### config.mk
export PLATFORM = sky130hd
export DESIGN_NAME = brs_queue
export DESIGN_NICKNAME = d
export VERILOG_FILES = /design/src/bilinear_remap_sampler_unit_assert.svh /design/src/brs_pkg.sv /design/src/brs_queue.sv
export SDC_FILE = /design/constraint.sdc
export NUM_CORES = 1
export LEC_CHECK = 0
export BUFFER_PORTS_ARGS = -buffer_cell sky130_fd_sc_hd__buf_2
export CAP_MARGIN = 40
export CORE_MARGIN = 3
export CORE_UTILIZATION = 30
export CTS_CLUSTER_DIAMETER = 40
export DETAILED_ROUTE_END_ITERATION = 12
export PLACE_DENSITY = 0.53
export SLEW_MARGIN = 15
export SYNTH_ARGS = -nofsm -noshare
export SYNTH_HDL_FRONTEND = slang
export SYNTH_SLANG_ARGS = --single-unit
### constraint.sdc
create_clock -name clock -period 4.2 [get_ports clock]
set_clock_uncertainty 0.2 [all_clocks]
set_input_delay 0.84 -clock clock [delete_from_list [all_inputs] [get_ports clock]]
set_output_delay 0.84 -clock clock [all_outputs]
set_load 0.02 [all_outputs]
### src/bilinear_remap_sampler_unit_assert.svh
// assertion macros for the bilinear remap sampler
`ifndef BILINEAR_REMAP_SAMPLER_UNIT_ASSERT_SVH
`define BILINEAR_REMAP_SAMPLER_UNIT_ASSERT_SVH

// same-cycle implication, checked on every rising clock edge outside reset
`define BRS_ASSERT_NOW(label, ante, cons, msg) \
   label: assert property (@(posedge clock) disable iff (reset) (ante) |-> (cons)) \
      else $error(msg);

// next-cycle implication, checked on every rising clock edge outside reset
`define BRS_ASSERT_NEXT(label, ante, cons, msg) \
   label: assert property (@(posedge clock) disable iff (reset) (ante) |=> (cons)) \
      else $error(msg);

`endif

### src/brs_pkg.sv
// shared constants, codes and types of the bilinear remap sampler
`timescale 1ns / 1ps

package brs_pkg;

   // fixed-point format of the remap coordinates
   localparam int FRAC_BITS = 8;
   localparam int COORD_W   = 18;
   localparam int INT_W     = COORD_W - FRAC_BITS;

   // frame geometry
   localparam int DIM_W      = 11;
   localparam int MAX_WIDTH  = 1024;
   localparam int MAX_HEIGHT = 1024;
   localparam int CMP_W      = (INT_W >= DIM_W) ? INT_W + 1 : DIM_W;

   // frame store, split into an even and an odd bank
   localparam int ADDR_W     = 20;
   localparam int PIX_W      = 16;
   localparam int BANK_AW    = ADDR_W - 1;
   localparam int BANK_DEPTH = 1 << BANK_AW;

   // blend arithmetic
   localparam int ONE_W  = FRAC_BITS + 1;
   localparam int WGT_W  = 2 * FRAC_BITS + 1;
   localparam int PROD_W = PIX_W + WGT_W;
   localparam int ACC_W  = PROD_W + 2;

   // configuration registers
   localparam int CSR_IDX_W = 1;
   localparam logic [CSR_IDX_W-1:0] REG_SRC_WIDTH  = CSR_IDX_W'(0);
   localparam logic [CSR_IDX_W-1:0] REG_SRC_HEIGHT = CSR_IDX_W'(1);
   localparam logic [DIM_W-1:0]     WIDTH_RESET    = DIM_W'(640);
   localparam logic [DIM_W-1:0]     HEIGHT_RESET   = DIM_W'(480);

   // request type codes
   localparam logic REQ_STORE  = 1'b0;
   localparam logic REQ_SAMPLE = 1'b1;

   // queue between front and back
   localparam int QUEUE_DEPTH = 4;
   localparam int QPTR_W      = $clog2(QUEUE_DEPTH);
   localparam int QCNT_W      = $clog2(QUEUE_DEPTH + 1);

   typedef enum logic [1:0] {
      KIND_STORE,
      KIND_BLEND,
      KIND_ZERO,
      KIND_OOR
   } brs_kind_type;

   // one classified item
   typedef struct packed {
      brs_kind_type            kind;
      logic [ADDR_W-1:0]       addr;
      logic [PIX_W-1:0]        value;
      logic [INT_W-1:0]        xi;
      logic [INT_W-1:0]        yi;
      logic [FRAC_BITS-1:0]    fx;
      logic [FRAC_BITS-1:0]    fy;
      logic [DIM_W-1:0]        width;
   } brs_op_type;

   // queue status seen by both sides
   typedef struct packed {
      logic full;
      logic empty;
   } brs_qstat_type;

endpackage

### src/brs_queue.sv
// short item queue between the front and the back
`timescale 1ns / 1ps

module brs_queue (
   input  logic                  clock,
   input  logic                  reset,
   input  logic                  push,
   input  brs_pkg::brs_op_type   push_op,
   input  logic                  pop,
   output brs_pkg::brs_op_type   head_op,
   output brs_pkg::brs_qstat_type qstat
);

   brs_pkg::brs_op_type             slot_ff [brs_pkg::QUEUE_DEPTH];
   logic [brs_pkg::QPTR_W-1:0]      wr_ptr_ff, wr_ptr_in;
   logic [brs_pkg::QPTR_W-1:0]      rd_ptr_ff, rd_ptr_in;
   logic [brs_pkg::QCNT_W-1:0]      count_ff, count_in;

   // pointer and fill count update
   always_comb begin
      wr_ptr_in = wr_ptr_ff;
      rd_ptr_in = rd_ptr_ff;
      count_in  = count_ff;
      if (push) begin
         wr_ptr_in = (wr_ptr_ff == brs_pkg::QPTR_W'(brs_pkg::QUEUE_DEPTH - 1)) ?
                     '0 : wr_ptr_ff + brs_pkg::QPTR_W'(1);
      end
      if (pop) begin
         rd_ptr_in = (rd_ptr_ff == brs_pkg::QPTR_W'(brs_pkg::QUEUE_DEPTH - 1)) ?
                     '0 : rd_ptr_ff + brs_pkg::QPTR_W'(1);
      end
      if (push && !pop) begin
         count_in = count_ff + brs_pkg::QCNT_W'(1);
      end else if (pop && !push) begin
         count_in = count_ff - brs_pkg::QCNT_W'(1);
      end
   end

   always_ff @(posedge clock) begin
      if (reset) begin
         wr_ptr_ff <= '0;
         rd_ptr_ff <= '0;
         count_ff  <= '0;
      end else begin
         wr_ptr_ff <= wr_ptr_in;
         rd_ptr_ff <= rd_ptr_in;
         count_ff  <= count_in;
      end
   end

   // item storage
   always_ff @(posedge clock) begin
      if (push) begin
         slot_ff[wr_ptr_ff] <= push_op;
      end
   end

   assign head_op     = slot_ff[rd_ptr_ff];
   assign qstat.full  = (count_ff == brs_pkg::QCNT_W'(brs_pkg::QUEUE_DEPTH));
   assign qstat.empty = (count_ff == '0);

endmodule

Word level (Yosys, flattened, before mapping)
Memory sizes are Yosys's and may differ from the RTL's. A register that Yosys moved wholly into a read port is not among the register bits.
Index checks and enable logic that the tools add are counted.

cells by class
  shift operators = 0
  add/sub/neg operators = 4
  eq/ne operators = 3
  magnitude comparators = 0
  reductions and logical operators = 6
  multiplexer cells = 8
  multipliers = 0
  bitwise gates (word level) = 0
  divide/modulo/power cells = 0

operators with widths
  cell                   number
  $mux W2                4
  $mux W3                2
  $add A2 B1 Y2 const B  2
  $eq A2 B2 Y1 const B   2
  $add A3 B1 Y3 const B  1
  $eq A3 B3 Y1 const B   1
  $logic_not A3 Y1       1
  $sub A3 B1 Y3 const B  1
  $logic_and A1 B1 Y1    2
  $logic_not A1 Y1       2
  $mux W1                2
  $reduce_bool A2 Y1     1

word-level totals
  output and inout bits = 87
  logic and storage cells = 25
  RAM bits = 340
  bits in latches = 0
  memories = 1
  memory bits (read-only) = 0
  register bits after elaboration = 7

memory list
  name     words  width  rd ports  clocked after Yosys merged registers in  write ports  line             text
  slot_ff  4      85     1         1                                        1            brs_queue.sv:14  brs_pkg::brs_op_type slot_ff [brs_pkg::QUEUE_DEPTH];

Logic depth before layout (Yosys ltp)
  depth after elaboration = 4
  gate-level depth with buffers = 7
  depth with buffers taken out = 7

Least setup slack after synthesis
No wires, ideal clock.

  path type = input to register
  start = in push
  end = mem slot_ff[0][0] (netlist bit) (enable)
  setup slack = 0.733 ns
  library setup time = 0.453 ns
  arrival = 2.815 ns
  stages on the path = 1
  path buffers = 0
  cell sequence = and2_1

on the way
  word-level cells in the longest chain between the ends = 2

ends and longest elaborated chain
  what                           line             text
  start: declaration             brs_queue.sv:7   input logic push,
  $mux W1                        brs_queue.sv:53  if (push) begin
  $mux W1 (not written as such)  brs_queue.sv:54  slot_ff[wr_ptr_ff] <= push_op;
  end: declaration               brs_queue.sv:14

Every way passes these cells.

==> impl_metrics.py <==
metrics = {
    "logic_synthesis": {
        "yosys-mux-area-fraction_pct": 15.3,
        "ys_types": 20,
        "syn_nets": 584,
        "syn_area_per_cell_sq_um": 26.1,
        "syn_area_sq_um": 12800,
        "synth-compound-area-share_pct": 0.118,
        "synth_top_family_by_area": "multiplexers",
        "yosysWarnings": 0,
        "synthAdderAreaFrac_pct": 0.745,
        "synth-xor-area-share_pct": 0.137,
        "yosysSeqAreaShare_pct": 81.4,
        "syn_inst": 488,
        "synthSimpleGateAreaFrac_pct": 0.608,
        "ys_ff_latch": 349,
    },
    "min_path": {
        "hold_path.class": "in -> reg",
        "whs_path_depth": 1,
        "holdPathEnd": "slot_ff[0][22]$_DFFE_PP_",
        "min_from": "push_op[22]",
    },
    "clocking": {
        "cts_setup_buffers": 0,
        "cts_tree": "built",
        "cts.clk_slew.worst_paths_ns": 0.06,
        "cts_sinks": 349,
        "cts_buffer_depth": 3,
        "postCtsHoldBufs": 0,
        "root_buffer": "clkbuf_16",
        "numCtsBuffers": 50,
        "cts.repair.resized": 0,
        "clk_latency_ns": 0.55,
        "cts_max_level": 2,
    },
    "sta": {
        "drv_slew": 0,
        "final-hold-violation-count": 0,
        "fmax_mhz": 300,
        "tightestPinTransition_ns": 0.739,
        "tns_ns": 0,
        "layout_min_cycle_time_ns": 3.34,
        "rsz0062_at_grt": "no",
        "finalCritPeriodShare_pct": 79.5,
        "finalSetupViolations": 0,
        "relSlewSlack_pct": 50.8,
        "fin_hold_ws_ns": 0.296,
    },
    "power": {
        "finalPower_mw": 8.94,
        "ir_worst_vdd_mv": 0.314,
        "power_frac_seq_pct": 45.3,
        "p_int_mw": 6.94,
        "swShare_pct": 22.3,
        "p_per_area_nw_per_um2": 559,
        "pwr-share-comb_pct": 8.0,
        "p_leak_nw": 5.38,
        "power.switching_mw": 1.99,
        "pwr-share-clk_pct": 46.7,
    },
    "placement": {
        "numPortBuffers": 175,
        "dp.cells": 1185,
        "gp_congestion": 0.654,
        "dpl.hpwl_um": 14200,
    },
    "floorplan": {
        "die_width_um": 212,
        "rows": 74,
        "coreArea_sq_um": 41400,
        "start_util_pct": 30.8,
        "die_h_um": 212,
        "ioPinCount": 176,
        "die_area_sq_um": 45000,
    },
    "global_routing": {
        "gr-usage-all-layers_pct": 11.3,
        "grt_pass1_vias": 6429,
        "grt_pass1_wl_um": 38400,
        "grt_overflow": 0,
        "antenna_found_initial": 3,
        "grt_max_degree": 86,
    },
    "worst_setup_path": {
        "criticalPathCategory": "reg -> out",
        "worstSetupEndpointType": "output pin",
        "start_kind": "flop",
        "r2r-end": "slot_ff[2][14]$_DFFE_PP_",
        "required_ns": 3.16,
        "arrival_ns": 2.30,
        "crit_fanout": 46,
        "reg2reg_slack_ns": 2.05,
        "rr_startpoint": "wr_ptr_ff[0]$_SDFFE_PP0P_",
        "r2r_cells": 4,
    },
    "drt": {
        "num_vias": 5736,
        "routed_wl_um": 25200,
        "viasPerCell": 4.48,
        "drc": 0,
        "first_pass_iters": 4,
        "drt-wirelength-per-cell_um": 19.7,
        "drtIter0Drc": 380,
        "drtAntennaViolNets": 0,
    },
    "run_status": {
        "status": "finished clean",
    },
    "final_layout": {
        "nets": 801,
        "area_growth_pct": 25.2,
        "finalNonFillerCells": 1280,
        "layout-drive-gt1-share_pct": 47.3,
        "nFillCells": 3720,
    },
    "flow_run": {
        "maxCapViolations": 0,
    },
}
## critical path, stage by stage (launching register included)
cell and delay (ns):
dfxtp_4 0.53, buf_12 0.39, mux4_2 0.57, buf_2 0.17
## metrics by stage
stage / cell area (sq um) / setup slack [ns] / util [%]
3_3_place_gp: 14300 / 1.38 / 34.5
3_5_place_dp: 14300 / 1.39 / 34.5
2_1_floorplan: 12800 / 0.733 / -
5_1_grt: 16000 / 0.694 / 38.6
6_report: 16000 / 0.863 / 38.6
4_1_cts: 16000 / 0.764 / 38.6
## flip-flops by register name (all words and copies together), names as in the netlist, named ones only
register and count:
count_ff 3, wr_ptr_ff 2, slot_ff 340, rd_ptr_ff 2
## synth_stat cells, drive strengths merged
master	instances	area share, %
edfxtp	340	80
mux4	85	15
buf	19	1.5
dfxtp	9	1.4
nor2	7	0.21
ha	6	0.59
and2	4	0.20
inv	4	0.12
mux2i	4	0.31
a21oi	2	0.078
nor3b	2	0.12
xor2	2	0.14
fa	1	0.16
nor3	1	0.039
o21ai	1	0.039
or3	1	0.049
## worst max path at each step
stage / from / end / slack (ns) / depth (start not counted)
after global placement: flop / head_op[48] / 1.38 / 3
after global routing: flop / head_op[46] / 0.69 / 3
after CTS: flop / head_op[42] / 0.76 / 3
after detailed placement: flop / head_op[42] / 1.39 / 3
after floorplan: push / slot_ff[0][0]$_DFFE_PP_ / 0.73 / 1
final: flop / head_op[46] / 0.86 / 3
## power groups by stage
stage | Sequential, mW | Clock (mW) | Combinational (mW)
floorplan | 4.10 | 0 | 0.481
global placement | 4.12 | 0 | 0.737
detailed placement | 4.12 | 0 | 0.740
CTS | 4.05 | 4.29 | 0.743
global route | 4.06 | 4.47 | 0.780
finish | 4.05 | 4.17 | 0.719
## cells in the final DEF (no fill, tap or decap), types with 3 or more instances in the layout
cell type | Yosys | layout
bufinv_16 | 0 | 5
buf_2 | 6 | 175
inv_1 | 4 | 4
buf_12 | 6 | 6
clkinv_2 | 0 | 4
edfxtp_1 | 340 | 340
mux2i_1 | 4 | 4
clkinv_1 | 0 | 8
mux4_2 | 85 | 85
dfxtp_1 | 9 | 7
inv_6 | 0 | 6
nor2_1 | 7 | 7
buf_4 | 3 | 3
clkbuf_16 | 0 | 53
clkbuf_1 | 0 | 8
and2_4 | 0 | 4
ha_1 | 6 | 6
clkinvlp_4 | 0 | 4
## logic make-up after synthesis
kind of cell	count (synthesis)
flip-flops	349
AND/OR/NAND/NOR	15
buffers and inverters	23
adder cells (fa/ha/maj)	7
XOR/XNOR	2
AO/OA/AOI/OAI	3
multiplexers	89
## cell type report
| class | instances | area (sq um) | area share (%) |
|---|---|---|---|
| well taps | 532 | 666 | 4.17 |
| clock inverters | 31 | 323 | 2.02 |
| repair buffers | 184 | 1020 | 6.38 |
| flip-flops and latches | 349 | 10400 | 65.1 |
| multi-input cells | 116 | 2170 | 13.6 |
| inverters | 4 | 15.0 | 0.0940 |
| clock buffers | 63 | 1380 | 8.66 |
| diodes | 1 | 2.50 | 0.0157 |
## metal layers
layer / vias up / part of all wire (%) / global-route usage [%]
met5: - / 0.19 / 0
met4: 6 / 2.6 / 4.63
met3: 56 / 6.3 / 3.38
met2: 152 / 48 / 18.2
met1: 2973 / 43 / 14.4
li1: 2549 / - / -
Note: power is estimated with default switching activity, not from simulation.
