--- src/bilinear_remap_sampler_unit_assert.svh ---
// assertion macros for the bilinear remap sampler
`ifndef BILINEAR_REMAP_SAMPLER_UNIT_ASSERT_SVH
`define BILINEAR_REMAP_SAMPLER_UNIT_ASSERT_SVH

// same-cycle implication, checked on every rising clock edge outside reset
`define BRS_ASSERT_NOW(label, ante, cons, msg) \
   label: assert property (@(posedge clock) disable iff (reset) (ante) |-> (cons)) \
      else $error(msg);

// next-cycle implication, checked on every rising clock edge outside reset
`define BRS_ASSERT_NEXT(label, ante, cons, msg) \
   label: assert property (@(posedge clock) disable iff (reset) (ante) |=> (cons)) \
      else $error(msg);

`endif

--- src/brs_pkg.sv ---
// shared constants, codes and types of the bilinear remap sampler
`timescale 1ns / 1ps

package brs_pkg;

   // fixed-point format of the remap coordinates
   localparam int FRAC_BITS = 8;
   localparam int COORD_W   = 18;
   localparam int INT_W     = COORD_W - FRAC_BITS;

   // frame geometry
   localparam int DIM_W      = 11;
   localparam int MAX_WIDTH  = 1024;
   localparam int MAX_HEIGHT = 1024;
   localparam int CMP_W      = (INT_W >= DIM_W) ? INT_W + 1 : DIM_W;

   // frame store, split into an even and an odd bank
   localparam int ADDR_W     = 20;
   localparam int PIX_W      = 16;
   localparam int BANK_AW    = ADDR_W - 1;
   localparam int BANK_DEPTH = 1 << BANK_AW;

   // blend arithmetic
   localparam int ONE_W  = FRAC_BITS + 1;
   localparam int WGT_W  = 2 * FRAC_BITS + 1;
   localparam int PROD_W = PIX_W + WGT_W;
   localparam int ACC_W  = PROD_W + 2;

   // configuration registers
   localparam int CSR_IDX_W = 1;
   localparam logic [CSR_IDX_W-1:0] REG_SRC_WIDTH  = CSR_IDX_W'(0);
   localparam logic [CSR_IDX_W-1:0] REG_SRC_HEIGHT = CSR_IDX_W'(1);
   localparam logic [DIM_W-1:0]     WIDTH_RESET    = DIM_W'(640);
   localparam logic [DIM_W-1:0]     HEIGHT_RESET   = DIM_W'(480);

   // request type codes
   localparam logic REQ_STORE  = 1'b0;
   localparam logic REQ_SAMPLE = 1'b1;

   // queue between front and back
   localparam int QUEUE_DEPTH = 4;
   localparam int QPTR_W      = $clog2(QUEUE_DEPTH);
   localparam int QCNT_W      = $clog2(QUEUE_DEPTH + 1);

   typedef enum logic [1:0] {
      KIND_STORE,
      KIND_BLEND,
      KIND_ZERO,
      KIND_OOR
   } brs_kind_type;

   // one classified item
   typedef struct packed {
      brs_kind_type            kind;
      logic [ADDR_W-1:0]       addr;
      logic [PIX_W-1:0]        value;
      logic [INT_W-1:0]        xi;
      logic [INT_W-1:0]        yi;
      logic [FRAC_BITS-1:0]    fx;
      logic [FRAC_BITS-1:0]    fy;
      logic [DIM_W-1:0]        width;
   } brs_op_type;

   // queue status seen by both sides
   typedef struct packed {
      logic full;
      logic empty;
   } brs_qstat_type;

endpackage

--- src/brs_front.sv ---
// front end: configuration registers, item intake and classification
`timescale 1ns / 1ps

module brs_front (
   input  logic                             clock,
   input  logic                             reset,
   input  logic                             req_valid,
   output logic                             req_stall,
   input  logic                             req_type,
   input  logic [brs_pkg::ADDR_W-1:0]       req_pixel_addr,
   input  logic [brs_pkg::PIX_W-1:0]        req_pixel_value,
   input  logic [brs_pkg::COORD_W-1:0]      req_map_x,
   input  logic [brs_pkg::COORD_W-1:0]      req_map_y,
   input  logic                             req_map_valid,
   input  logic                             csr_wr_en,
   input  logic [brs_pkg::CSR_IDX_W-1:0]    csr_index,
   input  logic [brs_pkg::DIM_W-1:0]        csr_wr_data,
   input  brs_pkg::brs_qstat_type           qstat,
   output logic                             push,
   output brs_pkg::brs_op_type              push_op
);

   logic [brs_pkg::DIM_W-1:0]     width_ff, width_in;
   logic [brs_pkg::DIM_W-1:0]     height_ff, height_in;
   logic [brs_pkg::DIM_W-1:0]     w_eff, h_eff;
   logic [brs_pkg::INT_W-1:0]     xi, yi;
   logic [brs_pkg::CMP_W-1:0]     xi_p1, yi_p1;
   logic                          oor;

   // configuration writes
   always_comb begin
      width_in  = width_ff;
      height_in = height_ff;
      if (csr_wr_en) begin
         unique case (csr_index)
            brs_pkg::REG_SRC_WIDTH:  width_in  = csr_wr_data;
            brs_pkg::REG_SRC_HEIGHT: height_in = csr_wr_data;
            default: ;
         endcase
      end
   end

   always_ff @(posedge clock) begin
      if (reset) begin
         width_ff  <= brs_pkg::WIDTH_RESET;
         height_ff <= brs_pkg::HEIGHT_RESET;
      end else begin
         width_ff  <= width_in;
         height_ff <= height_in;
      end
   end

   // frame size saturated to the supported maximum
   assign w_eff = (width_ff > brs_pkg::DIM_W'(brs_pkg::MAX_WIDTH)) ?
                  brs_pkg::DIM_W'(brs_pkg::MAX_WIDTH) : width_ff;
   assign h_eff = (height_ff > brs_pkg::DIM_W'(brs_pkg::MAX_HEIGHT)) ?
                  brs_pkg::DIM_W'(brs_pkg::MAX_HEIGHT) : height_ff;

   // integer part of the coordinates and the 2x2 bounds check
   assign xi    = req_map_x[brs_pkg::COORD_W-1:brs_pkg::FRAC_BITS];
   assign yi    = req_map_y[brs_pkg::COORD_W-1:brs_pkg::FRAC_BITS];
   assign xi_p1 = brs_pkg::CMP_W'(xi) + brs_pkg::CMP_W'(1);
   assign yi_p1 = brs_pkg::CMP_W'(yi) + brs_pkg::CMP_W'(1);
   assign oor   = (xi_p1 >= brs_pkg::CMP_W'(w_eff)) || (yi_p1 >= brs_pkg::CMP_W'(h_eff));

   // classify the item
   always_comb begin
      push_op.addr  = req_pixel_addr;
      push_op.value = req_pixel_value;
      push_op.xi    = xi;
      push_op.yi    = yi;
      push_op.fx    = req_map_x[brs_pkg::FRAC_BITS-1:0];
      push_op.fy    = req_map_y[brs_pkg::FRAC_BITS-1:0];
      push_op.width = w_eff;
      priority if (req_type == brs_pkg::REQ_STORE) begin
         push_op.kind = brs_pkg::KIND_STORE;
      end else if (!req_map_valid) begin
         push_op.kind = brs_pkg::KIND_ZERO;
      end else if (oor) begin
         push_op.kind = brs_pkg::KIND_OOR;
      end else begin
         push_op.kind = brs_pkg::KIND_BLEND;
      end
   end

   // intake handshake, held off only by a full queue
   assign req_stall = qstat.full;
   assign push      = req_valid && !qstat.full;

endmodule

--- config.mk ---
export PLATFORM = sky130hd
export DESIGN_NAME = brs_front
export DESIGN_NICKNAME = d
export VERILOG_FILES = /design/src/bilinear_remap_sampler_unit_assert.svh /design/src/brs_pkg.sv /design/src/brs_front.sv
export SDC_FILE = /design/constraint.sdc
export NUM_CORES = 1
export LEC_CHECK = 0
export ABC_CLOCK_PERIOD_IN_PS = 6200
export BUFFER_PORTS_ARGS = -buffer_cell sky130_fd_sc_hd__buf_4
export CAP_MARGIN = 20
export CORE_UTILIZATION = 43
export CTS_BUF_LIST = sky130_fd_sc_hd__clkbuf_16
export DETAILED_ROUTE_END_ITERATION = 10
export PLACE_DENSITY_LB_ADDON = 0.08
export RECOVER_POWER = 100
export SETUP_SLACK_MARGIN = 0.15
export SYNTH_ARGS = -nofsm -noshare
export SYNTH_HDL_FRONTEND = slang
export SYNTH_SLANG_ARGS = --single-unit
--- constraint.sdc ---
create_clock -name clock -period 6.2 [get_ports clock]
set_input_delay 1.24 -clock clock [delete_from_list [all_inputs] [get_ports clock]]
set_output_delay 1.24 -clock clock [all_outputs]
set_load 0.005 [all_outputs]
# Word level (Yosys, flattened, before mapping)
# Index checks and enable logic that the tools add are counted.
[word_totals]
ff_bits = 22
input_bits = 92
output_inout_bits = 87
word_cells = 19
[op_classes]
add_sub_neg = 2
magnitude_cmp = 4
mux = 5
bitwise = 1
reduce_logical = 5
[ops]
columns = ["cell", "count"]
rows = [
  ["10-bit by 1-bit adder with 11-bit output (second input constant)", 2],
  ["11-bit greater-or-equal comparator", 2],
  ["11-bit > comparator (second input constant)", 2],
  ["11-bit 2-to-1 mux", 2],
  ["2-bit 2-to-1 mux", 3],
  ["2-bit AND reduction", 2],
  ["1-bit logical AND", 1],
  ["1-bit logical NOT", 1],
  ["1-bit logical OR", 1],
  ["1-bit inverter", 1],
]

# Longest topological paths before layout
# Gate-level depths: netlist (run 1).
[logic_depth]
ltp_word = 7
mapped_depth = 10
mapped_depth_nobuf = 10

# Least setup slack after synthesis (run 1)
# No wires, ideal clock.
[synth_path]
kind = "input -> output"
from = "input req_map_y[8] (netlist name)"
to = "output push_op[84] (netlist name)"
arrival_time_ns = 2.714
slack_ns = 2.246
path_stages = 10
n_path_buf = 0
cell_sequence = "ha_1 -> nand2_1 -> nor2_2 -> nand3_1 -> xnor2_1 -> ha_1 -> a211oi_1 -> o211ai_1 -> o21ai_0 -> nand3_1"
[synth_rtl]
columns = ["item", "line", "text"]
rows = [
  ["from (decl)", "brs_front.sv:13", "input logic [brs_pkg::COORD_W-1:0] req_map_y,"],
  ["to (decl)", "brs_front.sv:20", "output brs_pkg::brs_op_type push_op"],
]

==> results, run 1 <==
- The worst clock skew on the final layout is 0 ps.
- TritonCTS built the clock tree.
- The placer's final routability congestion estimate is slightly above 0.7.
- The floorplan step set the die width to 74.1 um.
- The floorplan step set the die height to between 70 and 80 um.
- The worst pin sits at a relative slew slack of 52.1%.
- The worst ir drop on vdd is 0.161 mV.
- The worst setup path is of the input pin to output port kind.
- Among all cell types in the netlist, the one instantiated most often is buf_4.
- Relative to the synthesized area, the layout overhead comes to 4.14%.
- Static timing analysis puts the maximum clock frequency at 217 MHz.
- The initial antenna violation count came to 0.
- The capturing element type of the critical path is an output port.
- The total of warnings raised by yosys is 0.
- In this run the worst path has a maximum fanout of 4.
- The number of different library cells used by synthesis comes to 30.
- The overall routed net length is about 4400 um.
- The detailed router finished its first iteration with 48 violations.
- The global-route wire length before repair is approximately 7000 um.
- At the end of the flow, the number of nets in the layout was around 410.
- The leftover overflow at the end of global routing is 0.
- The CTS H-tree depth is 1.
- The final-report max-slew violation count is 0.
- The filler cell count in the final layout is around 530.
- STA puts the critical path data required time at around 5000 ps.
- The leakage component of the power is about 1.1 nW.
- The portion of synthesized cell area occupied by the leading cell type is roughly a quarter.
- Setup repair after global routing left no endpoint under its margin.
- In this run the clock root is driven by a clkbuf_16.
- Timing analysis after detailed placement gives a worst setup slack of about 1700 ps.
- The maximum number of pins on one net before global-route repair is 23.
- Across every metal layer, demand over resource in global routing totals about 16%.
- The via density per instance is slightly below 5.
- Synthesis handed over a netlist of between 200 and 300 instances.
- In this run the cell area of the synthesized design comes to roughly 2200 um2.
- The finished layout holds about 360 standard cells, fillers aside.
- Traced cell by cell, the critical path runs through clkbuf_1 -> ha_1 -> nand2_1 -> nor2_1 -> nand3_1 -> xnor2_1 -> ha_1 -> a211oi_1 -> o211ai_1 -> o21ai_0 -> nand3_1 -> buf_4.
- The synthesized-area fraction occupied by xor and xnor cells is 6.27%.
- The simple logic cell fraction of the synthesized area is between 20% and 30%.
- Clock-pin slew was measured on the worst setup and hold paths at 60 ps.
- In this run the post-CTS setup repair buffer count came out at 0.
- The number of global-route vias before repair is 1589.
- Across the run, the number of max-cap violations was 0.
- By area the synthesized netlist is led by buf_4, dfxtp_1, ha_1.
- The remaining antenna violation count after routing is 0.
- The detailed route wirelength on metal2 is just under 2000 um.
- During I/O placement, the number of pins put on the boundary was between 150 and 200.
- On the worst path, the slowest cell contributes a delay of 310 ps.
- The estimated wirelength of the detail-placed design is ~3700 um.
- For this block, wires on met1 add up to roughly 1900 um.
- The biggest area contributor in the post-synthesis netlist is buf_4.
- The share of post-route cells with drive strength above 1 is approximately 24%.
- Ranked by instance count, the synthesized netlist is headed by buf_4, nand2_1, ha_1.
- The number of placement rows is 25.
- Measured against the total synthesized area, the mux share comes to 0%.
- The instance area after placement is 2280 um2.
- For this run, asynchronously set or reset flops after synthesis account for 0%.
- Summed over all failing endpoints, the final setup total negative slack is 0 ps.
- The total nets after synthesis is between 400 and 500.
- The largest family of logic cells by synthesized area is buffers and inverters.
- The complex-gate fraction of the synthesized area is approximately 8.3%.
- The routed design uses ~370 um of met3 wire.
- Counting along the longest clock path gives a buffer depth of 2.
- The type of element launching the critical path is an input pin.
- Setup violations remaining at the end of the flow were counted as 0.
- Once layout is done, the placed cells without fillers occupy 2330 um2.
- The cell with the biggest individual delay on the critical path is ha_1.
- The post-placement cell count is 359.
- Routed signal wires occupy layers up through met4.
- After clock tree synthesis, the flow added hold-fix buffers numbering 0.
- Buffers inserted during clock tree synthesis total 3.
- The final clock period utilization by the worst path is roughly three quarters.
- The run finished with clean final reports.
- The shortest period the worst path allows is 4610 ps.
- The most used flip-flop cell after synthesis is dfxtp_1.
- For the pin with the worst max-slew slack, the measured transition is 717 ps.
- The total number of vias is around 1700.
- The total power density per cell area is 171 nW/um2.
- The number of optimization iterations in the first detailed-route pass is 4.
- The number of synthesized flops with an enable pin is 0.
- The slack of the critical path is between 1500 and 2000 ps.
- The initial utilization of the core area, before any placement, comes to 46.1%.
- In the final layout, flip-flops and latches occupy between 400 and 500 um2.
- Data on the critical path arrives at its endpoint at approximately 3400 ps.
- The kind of path behind the tightest hold check is flop to flop.
- In the routed design, unresolved DRC markers number 0.
- In the final layout, the multi-input gates occupy ~1200 um2.
- In the final routed layout, each cell accounts on average for about 12 um.
- Clock latency on the worst-skew pair, taken at its later pin, is approximately 250 ps.
- The area of the core region is just under 5000 um2.
- The final number of hold-violating endpoints was 0.
- The post-cts gate resize count is 0.
- In this run, synthesis produced a sequential element count of 22.
- The mean post-synth cell area is between 7 and 8 um2.
- The count of antenna diodes in the layout is 0.
- The synthesized netlist devotes about 13% of its cell area to adder and majority cells.
- The count of buffers from port buffering is 73.
- The number of sinks on the clock net is 22.
- For this run, the register share of the synthesized area comes to approximately a fifth.
- The full die area is ~5500 um2.
## area by class of cell
cell class	instances	share of cell area, %
timing repair buffer	73	22.1
inverter	11	1.77
clock inverter	1	0.161
clock buffer	3	3.23
tap	67	3.60
sequential	22	18.9
multi-input combinational	186	50.2
## cell families (layout without fill, tap and decap cells)
kind of cell    after synthesis  in the layout
fa+ha+maj                    24             24
buf+inv                      91             88
simple gates                113            113
compound gates               33             33
flops                        22             22
xor+xnor                     16             16
## path summary, 6_finish.rpt
path                                   start           end  slack, ps  cells after the start
worst max-delay path            req_map_y[8]   push_op[84]       1590                     12
worst min-delay path            height_ff[0]  height_ff[0]        450                      2
worst max register to register  width_ff[10]  width_ff[10]       5570                      2
worst min register to register  height_ff[0]  height_ff[0]        450                      2
## registers in the layout, summed over array words and instances (netlist names)
register	flops
height_ff	11
width_ff	11
## where the power goes
group,switching [W],internal [W]
combinational,0.0000539,0.0000564
clock,0.0000485,0.0000859
sequential,0.00000374,0.000149
## layout by cell type (no fill, tap or decap)
| cell type | count |
|---|---|
| nor3_1 | 2 |
| o21ai_0 | 4 |
| o211ai_1 | 2 |
| xnor2_1 | 11 |
| nand2b_1 | 2 |
| nand3_1 | 8 |
| a21oi_1 | 23 |
| xor2_1 | 5 |
| nand3b_1 | 6 |
| nor2_2 | 1 |
| o2111ai_1 | 1 |
| a211oi_1 | 1 |
| nor2b_1 | 4 |
| nand3_2 | 2 |
| ha_1 | 24 |
| clkbuf_16 | 3 |
| and4_1 | 4 |
| nand2b_4 | 1 |
| and2_0 | 2 |
| clkbuf_1 | 9 |
| dfxtp_1 | 22 |
| nand4_1 | 5 |
| buf_4 | 39 |
| clkbuf_4 | 25 |
| a21boi_0 | 1 |
| and3_1 | 2 |
| clkinv_1 | 3 |
| nor2_1 | 4 |
| a211oi_2 | 1 |
| inv_1 | 9 |
| nand2_1 | 70 |
## per-layer routing
metal	vias to the layer above	GRT usage [%]
met5	-	0
met4	0	5.98
met3	18	5.42
met2	57	25.9
met1	770	20.5
li1	903	-
## critical path: cells and delay by family
family,cells,cell delay [ps]
AO/OA/AOI/OAI,3,580
XOR/XNOR,1,150
adder cells (fa/ha/maj),2,540
buffers and inverters,2,330
AND/OR/NAND/NOR,4,520
## through the flow
step | util, % | hold WS [ps] | total power, W
2_1_floorplan | - | 432 | 0.000251
3_3_place_gp | 47.1 | 446 | 0.000270
3_5_place_dp | 47.1 | 447 | 0.000271
4_1_cts | 48.7 | 457 | 0.000407
5_1_grt | 48.0 | 477 | 0.000424
6_report | 48.0 | 452 | 0.000397
Power figures use the tool's default switching activity.
==> run 2, diff against run 1 <==
ABC_CLOCK_PERIOD_IN_PS = 3900   (was 6200)
CORE_UTILIZATION = 36   (was 43)
clock period = 3.9 ns   (was 6.2 ns; I/O delays follow)
==> run 2 against run 1 <==
Clock-buffer cell count is the same. Combinational power grew 61%. Clock power grew 62%. Worst setup slack lost 1200 ps. Sequential share of layout area shrank 0.081 points. Die area grew 19%. Global-route usage shrank 2.6 points. Flip-flop and latch count is the same.
==> results, run 2 (synthesized netlist as in run 1, its figures left out) <==
- The post-CTS repair timing setup buffer count came to 0 (unchanged).
- The count of buffers from port buffering came to 73 (unchanged).
- The number of placement rows was 28 (+12%).
- The met1 layer wirelength in the final routing is 2080 um (+9.2%).
- The worst clock skew on the final layout is 0 ps (unchanged).
- The CTS H-tree depth is 1 (unchanged).
- The height of the die is 80.8 um (+9.0%).
- The placer's final routability congestion estimate is 0.703 (-0.66%).
- The achievable frequency is 284 MHz.
- The area of the core region is 5960 um2 (+23%).
- The highest metal layer carrying signal wires in the routed design is met4.
- TritonCTS built the clock tree.
- The maximum number of buffers from clock root to sink is 2 (unchanged).
- Walking the worst path, the cells encountered are buf_4 -> ha_1 -> nand2_1 -> nor2_1 -> nand3_1 -> xnor2_1 -> ha_1 -> a211oi_1 -> o211ai_1 -> o21ai_0 -> nand3_1 -> buf_4.
- The total of endpoints with negative setup slack in the final report is 0 (unchanged).
- The worst endpoint data arrival time is 2740 ps (-630 ps).
- The synthesis-to-layout area growth is 4.59%.
- The portion of total power attributed to sequential cells is 38.1% (-0.3 points).
- Broken down by cell family, the worst path's largest delay share belongs to compound AO/OA/AOI/OAI gates.
- The type of element launching the critical path is an input pin.
- The tree is rooted in a clkbuf_16.
- The insertion delay to the later sink of the worst-skew pair is 250 ps (about the same).
- The global-route wire length before repair is 7070 um (+1.4%).
- The cell internal power dissipation is 0.000463 W (+59%).
- The number of top-level pins is 179 (unchanged).
- The highest cell delay on the worst timing path is 300 ps (about the same).
- The relative slew slack came to 52.5% (+0.42 points).
- The most common cell after layout, fill and taps aside is nand2_1.
- The layout net count is 413 (unchanged).
- The run finished with clean final reports.
- The capturing element type of the critical path is an output port.
- The overall routed net length is 4390 um (+0.73%).
- After layout, the worst path uses 90.3% of the clock period.
- The area of all sequential standard cells came to 440 um2 (unchanged).
- The leakage component of the power is 1.10 nW (about the same).
- The worst ir drop on vdd is 0.227 mV (+41%).
- The required time at the worst-slack endpoint was 3120 ps (-1840 ps).
- The number of global-route vias before repair came to 1604 (+0.94%).
- The DRC violation count after routing was 0 (unchanged).
- In the layout the commonest cells are nand2_1, buf_4, ha_1, clkbuf_4, a21oi_1.
- The leftover overflow at the end of global routing is 0 (unchanged).
- The instance area after placement is 2290 um2 (+0.44%).
- The max capacitance violation total is 0 (unchanged).
- The number of sinks on the clock net came to 22 (unchanged).
- The detailed route wirelength on metal2 was 1910 um (-3.7%).
- The post-placement cell count is 367 (+2.2%).
- The effective utilization at floorplan is 37.5% (-8.6 points).
- The buffering stage count on the worst path with inverters included is 2 (unchanged).
- The design area was 2340 um2 (+0.43%).
- The initial antenna violation count is 0 (unchanged).
- The estimated wirelength of the detail-placed design came to 3680 um (-0.17%).
- The post-cts gate resize count is 0 (unchanged).
- The count of hold buffers inserted by post-cts repair is 0 (unchanged).
- The critical-path maximum fanout is 4 (unchanged).
- The clock-pin transition on the worst setup and hold timing paths is 60 ps (about the same).
- The switching share of power is 27.2% (+0.52 points).
- The full die area came to 6530 um2 (+19%).
- The shortest period the worst path allows is between 3000 and 4000 ps.
- The number of optimization iterations in the first detailed-route pass is 4 (unchanged).
- Setup repair after global routing left no endpoint under its margin.
- The slew at the pin with the worst max-slew slack is 711 ps (-6.22 ps).
- The power consumption is 0.000637 W (+60%).
- The via density per instance came to 4.66 (-3.3%).
- The share of post-route cells with drive strength above 1 is 24.3% (unchanged).
- The total number of vias came to 1728 (-1.1%).
- The aggregate global-route resource usage is 13.7% (-2.6 points).
- The total power density per cell area came to 272 nW/um2 (+59%).
- The number of DRC violations after detailed-routing iteration 0 was 37 (-23%).
- The final-report max-slew violation count is 0 (unchanged).
- The area occupied by multi-input gates was 1170 um2 (unchanged).
- The clock group share of total power is 34.2% (+0.4 points).
- The power dissipated by switching net loads is 0.000173 W (+63%).
- The maximum number of pins on one net before global-route repair is 23 (unchanged).
- The cell with the biggest individual delay on the critical path is ha_1.
- The number of buffers created by CTS is 3 (unchanged).
- The setup path with the least slack is of type input pin to output port.
- The portion of total power attributed to combinational logic is 27.7% (about the same).
- The remaining antenna violation count after routing was 0 (unchanged).
- The final number of hold-violating endpoints came to 0 (unchanged).
- The filler cell count in the final layout was 670 (+27%).
- In the final layout, the registers with the most flip-flops are height_ff: 11 flops, width_ff: 11 flops.
- The count of antenna diodes in the layout is 0 (unchanged).
- The accumulated negative setup slack is 0 ps (unchanged).
- The sum of met3 wire segment lengths after detailed routing is 287 um (-22%).
- The routed length per placed instance is 11.8 um (-1.4%).
- The number of standard cells in the final layout excluding fillers is 371 (+2.2%).
- The die outline width is 80.8 um (+9.0%).
- The worst hold path belongs to the class flop to flop.
[run 2: through the flow]
step           hold slack [ps]  util [%]  worst slack, ps
6_report                   450      39.2              377
5_1_grt                    473      39.2              196
4_1_cts                    456      39.9              387
3_5_place_dp               449      38.5              394
3_3_place_gp               447      38.5              404
2_1_floorplan              432         -              866
[run 2: area by class of cell]
class | count | area share, %
Clock buffer | 3 | 3.21
Clock inverter | 1 | 0.161
Inverter | 11 | 1.77
Multi-Input combinational cell | 186 | 50.0
Sequential cell | 22 | 18.8
Tap cell | 75 | 4.01
Timing Repair Buffer | 73 | 22.0
[run 2: final timing paths]
kind	from	end	slack, ps	cells past startpoint
setup / recovery	req_map_y[8]	push_op[84]	380	12
hold / removal	height_ff[0]	height_ff[0]	450	2
setup reg to reg	width_ff[10]	width_ff[10]	3270	2
hold reg to reg	height_ff[0]	height_ff[0]	450	2
[run 2: tightest hold or removal path, delay by kind of cell (launching register included)]
| kind | cells | cell delay [ps] |
|---|---|---|
| DFF | 1 | 300 |
| AOI/OAI and AO/OA | 1 | 50 |
| and+or+nand+nor | 1 | 50 |
[run 2: power groups by stage]
stage	logic [W]	registers, W	clock network, W
2_1_floorplan	0.000154	0.000246	0
3_3_place_gp	0.000184	0.000247	0
3_5_place_dp	0.000185	0.000248	0
4_1_cts	0.000186	0.000243	0.000224
5_1_grt	0.000204	0.000244	0.000237
6_report	0.000177	0.000242	0.000217
[run 2: per-layer routing]
layer,vias to the layer above,global-route usage [%]
met5,-,0
met2,41,21.7
met3,15,3.03
met1,768,18.3
li1,904,-
met4,0,4.82
==> run 3, diff against run 2 <==
ABC_AREA = 1   (was not set)
CORE_UTILIZATION = 38   (was 36)
==> run 3 against run 2 <==
Worst setup slack gained 33 ps. Design area grew 13%. Clock power is 2% lower. Combinational power increased by 32%. Total power up 9.5%. First-iteration DRC count up 110%. Non-clock buffer count up 1. Clock skew unchanged. Critical endpoint unchanged. Largest power group unchanged.
==> results, run 3 <==
- The run finished with clean final reports.
- The initial antenna violation count is 0 (unchanged).
- The portion of total power attributed to combinational logic is 33.6% (+5.9 points).
- The remaining antenna violation count after routing is 0 (unchanged).
- The worst hold path endpoint is width_ff[2].
- CTS placed an instance of clkbuf_16 at the clock tree root.
- The origin of the critical flop-to-flop path is width_ff[10].
- The portion of total power attributed to sequential cells is 36.1% (-2.0 points).
- The worst clock skew on the final layout is 0 ps (unchanged).
- The critical-path maximum fanout is 4 (unchanged).
- The critical hold path startpoint is width_ff[2].
- The total power density per cell area is 263 nW/um2 (-3.3%).
- The setup path with the least slack is of type input pin to output port.
- The length in cells of the worst reg-to-reg path was 2 (unchanged).
- The relative slew slack is 64.7% (+12 points).
- The largest total area in the synthesized netlist belongs to buf_4.
- The area of all sequential standard cells is 440 um2 (unchanged).
- The number of synthesized flops with an enable pin came to 0 (unchanged).
- The clock group share of total power is 30.4% (-3.8 points).
- The proportion of synthesized chip area in sequential cells is 17.7% (-2.0 points).
- The largest registers in the layout are height_ff: 11 flops, width_ff: 11 flops.
- The maximum number of buffers from clock root to sink is 2 (unchanged).
- The most common cell after layout, fill and taps aside is nand2_1.
- The count of buffers from port buffering is 73 (unchanged).
- The post-synthesis async set-or-reset flop share was 0% (unchanged).
- The most frequently used flop master after synthesis is dfxtp_1.
- The library cell with the highest instance count after synthesis is nand2_1.
- The maximum number of pins on one net before global-route repair was 23 (unchanged).
- STA classifies the critical path endpoint as an output port.
- The CTS tree is done.
- The worst ir drop on vdd came to 0.163 mV (-28%).
- The effective utilization at floorplan is 39.2% (+1.7 points).
- The layout net count was 497 (+20%).
- The CTS H-tree depth came to 1 (unchanged).
- The routed length per placed instance was 12.3 um (+3.9%).
- The switching share of power is 30.6% (+3.3 points).
- The total nets after synthesis is 496 (+20%).
- The power dissipated by switching net loads is 0.000213 W (+23%).
- The final clock period utilization by the worst path is 89.5% (-0.86 points).
- The number of optimization iterations in the first detailed-route pass is 4 (unchanged).
- The global-route wire length before repair came to 9090 um (+28%).
- The accumulated negative setup slack was 0 ps (unchanged).
- The aggregate global-route resource usage is 16.2% (+2.5 points).
- The area occupied by multi-input gates is 1320 um2 (+13%).
- The leakage component of the power is 1.42 nW (+29%).
- The max capacitance violation total was 0 (unchanged).
- The final core utilization is 41.7% (+2.5 points).
- The number of standard cells in the final layout excluding fillers came to 456 (+23%).
- The share of post-route cells with drive strength above 1 is 23.2% (-1.1 points).
- The full die area came to 6870 um2 (+5.3%).
- The instance area after placement is 2560 um2 (+12%).
- The final-report max-slew violation count is 0 (unchanged).
- The library cells used most frequently in the layout, excluding fill and tap cells, are nand2_1, inv_1, nor2_1, buf_4, clkbuf_4.
- The total number of vias is 2073 (+20%).
- The overall routed net length came to 5610 um (+28%).
- The number of synthesized register bits is 22 (unchanged).
- The flop-to-flop setup slack came to 3210 ps (-60 ps).
- The number of placement rows was 29 (+3.6%).
- The worst setup path is launched from an input pin.
- The area of the core region is 6350 um2 (+6.6%).
- The gate count of the mapped netlist is 380 (+27%).
- The estimated wirelength of the detail-placed design is 4890 um (+33%).
- The post-placement cell count came to 452 (+23%).
- The placer's final routability congestion estimate came to 0.752 (+7.0%).
- The tightest min-delay check is of the flop to flop type.
- The worst endpoint data arrival time is 2710 ps (-30 ps).
- The count of hold buffers inserted by post-cts repair is 0 (unchanged).
- The height of the die is 82.9 um (+2.6%).
- The slack of the critical path was 410 ps (+33.4 ps).
- The total of endpoints with negative setup slack in the final report is 0 (unchanged).
- The number of top-level pins is 179 (unchanged).
- The required time at the worst-slack endpoint was 3120 ps (about the same).
- The number of sinks on the clock net is 22 (unchanged).
- The clock-pin transition on the worst setup and hold timing paths is 60 ps (about the same).
- The DRC violation count after routing was 0 (unchanged).
- The number of buffers created by CTS is 3 (unchanged).
- Setup repair after global routing left no endpoint under its margin.
- By area the synthesized netlist is led by buf_4, dfxtp_1, nand2_1.
- The combined area of all synthesized cells is 2490 um2 (+11%).
- The mean post-synth cell area is 6.55 um2 (-12%).
- The commonest cells after synthesis are nand2_1, buf_4, inv_1.
- The via density per instance is 4.55 (-2.4%).
- The portion of synthesized cell area occupied by the leading cell type came to 22.0% (-2.8 points).
- The achievable frequency is 287 MHz (+0.96%).
- The total of warnings raised by yosys is 0 (unchanged).
- The synthesis-to-layout area growth is 6.44%.
- The number of DRC violations after detailed-routing iteration 0 is 77 (+110%).
- The number of instances on the worst hold path is 2 (unchanged).
- The die outline width is 82.9 um (+2.6%).
- The design area is 2650 um2 (+13%).
- The shortest period the worst path allows is 3490 ps (-33.4 ps).
- The number of global-route vias before repair was 1946 (+21%).
- The count of antenna diodes in the layout is 0 (unchanged).
- The number of distinct library cells after synthesis is 26 (-13%).
- The filler cell count in the final layout is 709 (+5.8%).
- The final number of hold-violating endpoints is 0 (unchanged).
- The slew at the pin with the worst max-slew slack came to 529 ps (-182 ps).
- The endpoint of the most critical register-to-register path is width_ff[10].
- The setup slack at placement is 377 ps (-17.6 ps).
- The cell internal power dissipation is 0.000484 W (+4.5%).
- The insertion delay to the later sink of the worst-skew pair was 250 ps (about the same).
- The leftover overflow at the end of global routing is 0 (unchanged).
-- run 3: changes by cell type in the layout (fill, tap and decap cells not counted), sizes merged, moves of 8 or more --
cell / delta
nand3: +8
inv: +44
nand2: +17
o21ai: +15
a21oi: -11
nor2: +40
-- run 3: timing repair --
action,CTS,global route
setup buffers,0,1
endpoints found under the setup margin,0,1
gates resized for setup,0,8
-- run 3: cell type report --
| class | instances | area share, % |
|---|---|---|
| Multi-Input combinational cell | 226 | 49.8 |
| Timing Repair Buffer | 74 | 19.4 |
| Sequential cell | 22 | 16.6 |
| Inverter | 54 | 7.66 |
| Tap cell | 77 | 3.64 |
| Clock buffer | 3 | 2.84 |
-- run 3: per-stage QoR --
| stage | power, W | hold WS, ps |
|---|---|---|
| final | 0.000697 | 470 |
| after floorplan | 0.000448 | 440 |
| after detailed placement | 0.000494 | 462 |
| after global placement | 0.000492 | 459 |
| after global routing | 0.000753 | 497 |
| after CTS | 0.000705 | 471 |
-- run 3: worst max path at each step --
stage / slack (ps) / from / to
2_1_floorplan: 840 / req_map_x[8] / push_op[84]
3_3_place_gp: 420 / req_map_x[8] / push_op[84]
3_5_place_dp: 380 / req_map_y[8] / push_op[84]
4_1_cts: 370 / req_map_y[8] / push_op[84]
5_1_grt: 120 / req_map_x[8] / push_op[84]
6_report: 410 / req_map_x[8] / push_op[84]
-- run 3: logic make-up (layout without fill, tap and decap cells) --
family / count (synthesis) / after routing / synth area share [%]
flip-flops: 22 / 22 / 17.7
buffers and inverters: 132 / 131 / 31.0
XOR/XNOR: 13 / 13 / 4.58
adder cells (fa/ha/maj): 24 / 24 / 12.1
AO/OA/AOI/OAI: 31 / 31 / 6.54
AND/OR/NAND/NOR: 158 / 158 / 28.1
-- run 3: power by group through the flow --
stage / Sequential (W) / Clock, W / Combinational, W
floorplan: 0.000253 / 0 / 0.000195
global placement: 0.000256 / 0 / 0.000236
detailed placement: 0.000256 / 0 / 0.000238
CTS: 0.000251 / 0.000214 / 0.000240
global route: 0.000253 / 0.000227 / 0.000273
finish: 0.000251 / 0.000212 / 0.000234
-- run 3: routing by layer --
| metal | track usage [%] | wire length, um | vias up |
|---|---|---|---|
| met2 | 26.8 | 2570 | 91 |
| li1 | - | - | 1094 |
| met4 | 5.80 | 122 | 0 |
| met1 | 20.4 | 2500 | 875 |
| met3 | 3.78 | 420 | 13 |
| met5 | 0 | 0 | - |
-- run 3: critical path: stages --
cell     delay [ps]
buf_4           110
ha_2            210
nand3_4          90
nor3b_2         240
nand2_2         110
xor2_2          140
inv_1            60
ha_1            300
nand2_1          80
nand2_1          50
nand2_1          50
nand3_1          70
nor2_1          100
nand3_1          90
nand2_1          70
inv_1            40
buf_4           120
